--- src/rtl/core/cba_pkg.sv ---
// cba_pkg: shared types and constants of the cluster bitmap allocator
// field widths, request codes, sequencer states and the bit-search result type
// no dependencies
`default_nettype none

package cba_pkg;

  // payload field widths
  localparam int unsigned OP_W      = 2;
  localparam int unsigned CLUSTER_W = 12;
  localparam int unsigned TOTAL_W   = 13;

  // bitmap word organisation
  localparam int unsigned WORD_W = 64;
  localparam int unsigned BIT_W  = 6;

  // request codes
  typedef enum logic [OP_W-1:0] {
    OP_ALLOC = 2'd0,
    OP_USE   = 2'd1,
    OP_FREE  = 2'd2,
    OP_QUERY = 2'd3
  } op_e;

  // sequencer states
  typedef enum logic [2:0] {
    ST_CLEAR  = 3'd0,
    ST_IDLE   = 3'd1,
    ST_SCAN   = 3'd2,
    ST_READ   = 3'd3,
    ST_UPDATE = 3'd4,
    ST_DONE   = 3'd5
  } state_e;

  // result of the lowest-set-bit search over one word
  typedef struct packed {
    logic             hit;
    logic [BIT_W-1:0] idx;
  } ffs_t;

endpackage

`default_nettype wire

--- src/rtl/core/cba_find_first.sv ---
// cba_find_first: lowest set bit search over one bitmap word
// isolates the lowest one with a two's complement and encodes its position; depends on cba_pkg
`default_nettype none

module cba_find_first (
  input  wire logic [cba_pkg::WORD_W-1:0] word_i,
  output cba_pkg::ffs_t                   res_o
);

  logic [cba_pkg::WORD_W-1:0] lowest;
  logic [cba_pkg::WORD_W-1:0] sel;

  // keep only the lowest set bit
  assign lowest = word_i & (~word_i + cba_pkg::WORD_W'(1));

  // encode the one-hot position, one index bit at a time
  always_comb begin
    res_o.hit = |word_i;
    for (int j = 0; j < cba_pkg::BIT_W; j++) begin
      for (int p = 0; p < cba_pkg::WORD_W; p++) begin
        sel[p] = lowest[p] & ((p >> j) & 1) == 1;
      end
      res_o.idx[j] = |sel;
    end
  end

endmodule

`default_nettype wire

--- config.mk ---
export PLATFORM = sky130hd
export DESIGN_NAME = cba_find_first
export DESIGN_NICKNAME = d
export VERILOG_FILES = /design/src/rtl/core/cba_pkg.sv /design/src/rtl/core/cba_find_first.sv
export SDC_FILE = /design/constraint.sdc
export NUM_CORES = 1
export LEC_CHECK = 0
export ABC_AREA = 1
export BUFFER_PORTS_ARGS = -buffer_cell sky130_fd_sc_hd__buf_2
export CAP_MARGIN = 30
export CORE_MARGIN = 8
export CORE_UTILIZATION = 45
export DETAILED_ROUTE_END_ITERATION = 12
export PLACE_DENSITY_LB_ADDON = 0.05
export SETUP_SLACK_MARGIN = 0.05
export SYNTH_ARGS = -nofsm -noshare
export SYNTH_HDL_FRONTEND = slang
export SYNTH_SLANG_ARGS = --single-unit
export TNS_END_PERCENT = 50
--- constraint.sdc ---
create_clock -name vclk -period 5.08
set_clock_uncertainty 0.2 [all_clocks]
set_input_delay 0.762 -clock vclk [all_inputs]
set_output_delay 0.762 -clock vclk [all_outputs]
set_load 0.005 [all_outputs]
==> impl_metrics.tcl, run 1 <==
set metrics [dict create \
    outcome "complete, no violations" \
    synth_nets 558 \
    synthesis.area_sq_um 2100 \
    timing.final.crit_share 0.635 \
    yosysWarningCount 0 \
    drcViolationCount 0 \
    setup.worst_path.end_class "output port" \
    synth_cell_type_count 20 \
    ant_nets 0 \
    ioPinCount 71 \
    synth_area_per_cell_sq_um 4.25 \
    max_slew.worst_pin.slew_ns 0.344 \
    ys_top_cells_by_count "178 x sky130_fd_sc_hd__nor2_1, 173 x sky130_fd_sc_hd__nand2_1, 59 x sky130_fd_sc_hd__inv_1, 36 x sky130_fd_sc_hd__nand3_1, 9 x sky130_fd_sc_hd__nor2_4" \
    post-synth-top-count-cell "sky130_fd_sc_hd__nor2_1" \
    n_antenna_cell 0 \
    timing.critical_path.slowest_cell_delay_ns 0.19 \
    worst-setup-path-type "in -> out" \
    crit_path_start_kind "input pin" \
    leakage_nw 1.46 \
    place_hpwl_um 7470 \
    antenna_found_initial 0 \
    drt_iter0_drc 157 \
    period_needed_ns 3.22 \
    synthesized_instance_count 494 \
    num_rows 25 \
    post-synth-top-area-fraction 0.318 \
    finish.net_count 631 \
    numSequentialCells 0 \
    postRouteWirelength_um 8180 \
    global_route_wire_length_before_repair_um 13600 \
    slew_headroom 0.770 \
    holdCritPathClass "in -> out" \
    timing.critical_path.cells "buf_2 > nor2_1 > nand2_1 > nor2_1 > nand2_1 > nor2_4 > nand3_1 > nand2_1 > nor2_1 > nand2_1 > inv_1 > nand3_2 > buf_2" \
    wire_per_inst_um 13.2 \
    die_width_um 84.3 \
    post_route_cells_drive_above_1_share 0.173 \
    final-seq-area_sq_um 0 \
    netSwitchingPower_uw 55.7 \
    core_region_area_sq_um 4600 \
    finalMaxSlewViolations 0 \
    p_sw_frac 0.625 \
    power.density_cell_area_nw_per_um2 35.3 \
    cp_max_fo 6 \
    peakVddDrop_v 0.0000221 \
    post_synth_main_area_contributors "sky130_fd_sc_hd__nor2_1 32%, sky130_fd_sc_hd__nand2_1 31%, sky130_fd_sc_hd__inv_1 11%" \
    yosysTopAreaCell "sky130_fd_sc_hd__nor2_1" \
    yosysSeqAreaShare 0 \
    critical_path_rt_ns 4.12 \
    totalNegativeSetupSlack_ns 0 \
    detailedRoute.firstPassIterationCount 4 \
    cp_slowest_cell "sky130_fd_sc_hd__nor2_1" \
    route.detailed.vias_per_inst 5.03 \
    detailroute.via_count 3111 \
    postCtsResizedCells 0 \
    routabilityCongestion 0.972 \
    initial_core_util 0.457 \
    final.clkbuf_count 0 \
    port_buffers 71 \
    flow.area_growth_from_synthesis_pct 20.1 \
    postCtsSetupBuffers 0 \
    finalHoldViolations 0 \
    cp_num_buf_inv 3 \
    grt_setup_unrepaired "false" \
    cp_top_family "simple AND/OR/NAND/NOR gates" \
    placed_cell_area_sq_um 2520 \
    grt_usage 0.222 \
    cap_viol_max_count 0 \
    maxClockFrequency_mhz 310 \
    grt_start_max_net_pins 8 \
    critical-path-top-cell-by-count "sky130_fd_sc_hd__nand2_1" \
    seqPwrFrac 0 \
    first_global_vias 3180 \
    final_design_area_no_fill_sq_um 2520 \
    design.die.area_sq_um 7110 \
    part_of_the_total_power_dissipated_in_the_clock_network 0 \
    p_int_uw 33.4 \
    p_comb_frac 1.000 \
    arrival_time_of_the_worst_setup_path_ns 2.26 \
    timing.final.setup_violations 0 \
    cts_hold_buffers 0 \
    die-height_um 84.3 \
    grt_overflow 0 \
]
## routing by layer
metal | up-vias | GRT usage | part of all wire
met5 | - | 0 | 0
met4 | 0 | 0.110 | 0.045
met3 | 28 | 0.0203 | 0.050
met2 | 118 | 0.425 | 0.51
met1 | 1320 | 0.232 | 0.40
li1 | 1645 | - | -
## cell families (layout without fill, tap and decap cells)
kind of cell           Yosys count  count (layout)  share of synthesized area
AND/OR/NAND/NOR                432             432                      0.887
AO/OA/AOI/OAI                    2               2                    0.00536
buffers and inverters           60             131                      0.107
## worst min-delay path: stages
cell and delay, ns:
sky130_fd_sc_hd__buf_2 0.09, sky130_fd_sc_hd__nor4_1 0.04, sky130_fd_sc_hd__nand2_1 0.07, sky130_fd_sc_hd__nor2_1 0.04, sky130_fd_sc_hd__nand3_1 0.05, sky130_fd_sc_hd__buf_2 0.11
## power groups by stage
| stage | combinational [mW] | clock [mW] | sequential (mW) |
|---|---|---|---|
| after floorplan | 0.0387 | 0 | 0 |
| after global placement | 0.0875 | 0 | 0 |
| after detailed placement | 0.0881 | 0 | 0 |
| after CTS | 0.0885 | 0 | 0 |
| after global routing | 0.0994 | 0 | 0 |
| final | 0.0891 | 0 | 0 |
## area by class of cell
type	instances	area (sq um)
fill	577	2080
inverter	60	225
multi-input combinational	434	1870
tap	54	67.6
timing repair buffer	71	355
## path summary, 6_finish.rpt
| path | slack (ns) | from | to | cells after the start |
|---|---|---|---|---|
| setup / recovery | 1.86 | word_i[15] | res_o[1] | 13 |
| hold / removal | 1.72 | word_i[63] | res_o[6] | 6 |
## layout by cell type, fill, tap and decap left out, drive strengths merged
cell type / n
nor2: 194
nand2: 182
buf: 71
inv: 60
nand3: 37
nor3: 6
nand4: 4
and2: 2
nor3b: 2
nand3b: 2
and3: 2
a31oi: 1
nor4: 1
a21oi: 1
## metrics by stage
step	util	worst slack [ns]	total power, mW	hold WS [ns]	std cells
6_report	0.549	1.86	0.0891	1.72	619
2_1_floorplan	-	2.36	0.0387	1.48	494
3_5_place_dp	0.549	1.88	0.0881	1.72	619
3_3_place_gp	0.549	1.86	0.0875	1.72	619
5_1_grt	0.549	1.62	0.0994	1.76	619
4_1_cts	0.549	1.88	0.0885	1.72	619
Note: power is estimated with default switching activity, not from simulation.
==> run 2, diff against run 1 <==
--- a/config.mk
+++ b/config.mk
@@ -5,7 +5,7 @@
 export SDC_FILE = /design/constraint.sdc
 export NUM_CORES = 1
 export LEC_CHECK = 0
-export ABC_AREA = 1
+export ABC_AREA = 0
 export BUFFER_PORTS_ARGS = -buffer_cell sky130_fd_sc_hd__buf_2
 export CAP_MARGIN = 30
 export CORE_MARGIN = 8
==> constraint.sdc (replaced) <==
create_clock -name vclk -period 3.2
set_clock_uncertainty 0.2 [all_clocks]
set_input_delay 0.48 -clock vclk [all_inputs]
set_output_delay 0.48 -clock vclk [all_outputs]
set_load 0.005 [all_outputs]
==> run 2 against run 1 <==
  * First-iteration DRC count fell by 36%
  * Synthesized area decreased by 45%
  * Setup slack worse by 1.7 ns
  * Final cell count down 53%
  * Non-clock buffer count up 7
  * Count of clock-buffer cells in the layout unchanged
  * Flip-flop and latch count is the same
  * Global-route usage decreased by 5.2 points
  * Critical path depth fell by 5
  * Design area down 36%
  * Hold slack worse by 0.64 ns
  * Critical path type unchanged
  * Critical endpoint is now res_o[4]
  * Largest cell class unchanged
  * Largest power group unchanged
==> impl_metrics.tcl, run 2 <==
set metrics [dict create \
    grt_overflow 0 \
    period_needed_ns 3.04 \
    numSequentialCells 0 \
    outcome "complete, no violations" \
    grt_setup_unrepaired "false" \
    cp_max_fo 5 \
    final-seq-area_sq_um 0 \
    critical_path_rt_ns 2.52 \
    antenna_found_initial 0 \
    drt_iter0_drc 101 \
    postCtsSetupBuffers 0 \
    synth_cell_type_count 45 \
    detailedRoute.firstPassIterationCount 4 \
    die-height_um 66.6 \
    finish.net_count 326 \
    place.detailed.instances 290 \
    leakage_nw 0.641 \
    post-synth-top-count-cell "sky130_fd_sc_hd__nor2_1" \
    finalMaxSlewViolations 0 \
    final.clkbuf_count 0 \
    global_route_wire_length_before_repair_um 6550 \
    total_of_fill_cells_in_the_finished_design 257 \
    totalNegativeSetupSlack_ns 0 \
    yosysSeqAreaShare 0 \
    cap_viol_max_count 0 \
    detailroute.via_count 1748 \
    routabilityCongestion 0.918 \
    worst-setup-path-type "in -> out" \
    core_region_area_sq_um 2450 \
    final_common_cell "sky130_fd_sc_hd__buf_2" \
    synthesized_instance_count 185 \
    yosysWarningCount 0 \
    design.die.area_sq_um 4430 \
    max_slew.worst_pin.slew_ns 0.564 \
    holdCritPathClass "in -> out" \
    initial_core_util 0.468 \
    grt_usage 0.170 \
    num_rows 18 \
    flow.area_growth_from_synthesis_pct 40.5 \
    place_hpwl_um 3540 \
    mostFrequentLayoutCells "71 x sky130_fd_sc_hd__buf_2, 35 x sky130_fd_sc_hd__nor2_1, 12 x sky130_fd_sc_hd__o21ai_0, 11 x sky130_fd_sc_hd__inv_1, 10 x sky130_fd_sc_hd__nand2_1" \
    post-synth-top-area-fraction 0.114 \
    cts_hold_buffers 0 \
    arrival_time_of_the_worst_setup_path_ns 2.36 \
    post_synth_main_area_contributors "sky130_fd_sc_hd__nor2_1 11%, sky130_fd_sc_hd__nor4_2 7.6%, sky130_fd_sc_hd__o21ai_0 5.2%" \
    postRouteWirelength_um 4120 \
    ioPinCount 71 \
    synthesis.area_sq_um 1150 \
    ys_top_cells_by_count "35 x sky130_fd_sc_hd__nor2_1, 12 x sky130_fd_sc_hd__o21ai_0, 11 x sky130_fd_sc_hd__inv_1, 10 x sky130_fd_sc_hd__nand2_1" \
    layout.cells.non_filler 290 \
    power.density_cell_area_nw_per_um2 79.0 \
    first_global_vias 1631 \
    maxClockFrequency_mhz 329 \
    peakVddDrop_v 0.0000736 \
    post_route_cells_drive_above_1_share 0.354 \
    wire_per_inst_um 14.2 \
    synth_nets 249 \
    port_buffers 71 \
    finalHoldViolations 0 \
    setup.worst_path.end_class "output port" \
    drcViolationCount 0 \
    n_antenna_cell 0 \
    yosysTopAreaCell "sky130_fd_sc_hd__nor2_1" \
    ant_nets 0 \
    die_width_um 66.6 \
    timing.final.crit_share 0.949 \
    grt_start_max_net_pins 11 \
    slew_headroom 0.615 \
    crit_path_start_kind "input pin" \
    timing.final.setup_violations 0 \
    route.detailed.vias_per_inst 6.03 \
    synth_area_per_cell_sq_um 6.22 \
]
## run 2: cell type report
class / instances / area [sq um] / area share
repair buffers: 78 / 408 / 0.253
multi-input cells: 171 / 1130 / 0.699
well taps: 30 / 37.5 / 0.0232
inverters: 11 / 41.3 / 0.0256
## run 2: layer usage
| layer | routed length [um] | share of wire | GRT usage | up-vias |
|---|---|---|---|---|
| li1 | - | - | - | 893 |
| met1 | 1820 | 0.44 | 0.216 | 796 |
| met2 | 2020 | 0.49 | 0.307 | 55 |
| met3 | 241 | 0.058 | 0.0151 | 4 |
| met4 | 42 | 0.010 | 0.0187 | 0 |
| met5 | 0 | 0 | 0 | - |
## run 2: cell families (layout without fill, tap and decap cells)
family / after synthesis / in the layout / synth area share
AND/OR/NAND/NOR: 117 / 117 / 0.619
AO/OA/AOI/OAI: 54 / 54 / 0.334
buffers and inverters: 14 / 89 / 0.0468
## run 2: final timing paths
check	startpoint	end	slack, ns	depth (start not counted)
max	word_i[33]	res_o[4]	0.16	8
min	word_i[63]	res_o[6]	1.08	4
## run 2: what timing repair did
| item | in CTS | in global routing |
|---|---|---|
| gates resized for setup | 1 | 3 |
| setup endpoints to repair | 2 | 5 |
| endpoints found under the hold margin | 0 | 0 |
## run 2: stage by stage
stage / worst slack, ns / hold slack [ns] / util / area, sq um / power [mW]
after floorplan: 0.485 / 0.861 / - / 1150 / 0.0426
after global placement: 0.0396 / 1.08 / 0.645 / 1580 / 0.122
after detailed placement: 0.0399 / 1.09 / 0.645 / 1580 / 0.123
after CTS: 0.102 / 1.09 / 0.647 / 1590 / 0.124
after global routing: 0.0561 / 1.13 / 0.658 / 1620 / 0.141
final: 0.163 / 1.08 / 0.658 / 1620 / 0.128
## run 2: critical path: stages
cell and delay [ns]:
sky130_fd_sc_hd__buf_2 0.13, sky130_fd_sc_hd__or4_1 0.63, sky130_fd_sc_hd__nor4b_4 0.28, sky130_fd_sc_hd__a32oi_1 0.18
sky130_fd_sc_hd__and3_1 0.19, sky130_fd_sc_hd__a41oi_2 0.22, sky130_fd_sc_hd__or2_1 0.12, sky130_fd_sc_hd__buf_2 0.11
## run 2: report_power, final
| group | internal (mW) | total (mW) | switching, mW |
|---|---|---|---|
| registers | 0 | 0 | 0 |
| clock network | 0 | 0 | 0 |
| logic | 0.0554 | 0.128 | 0.0723 |
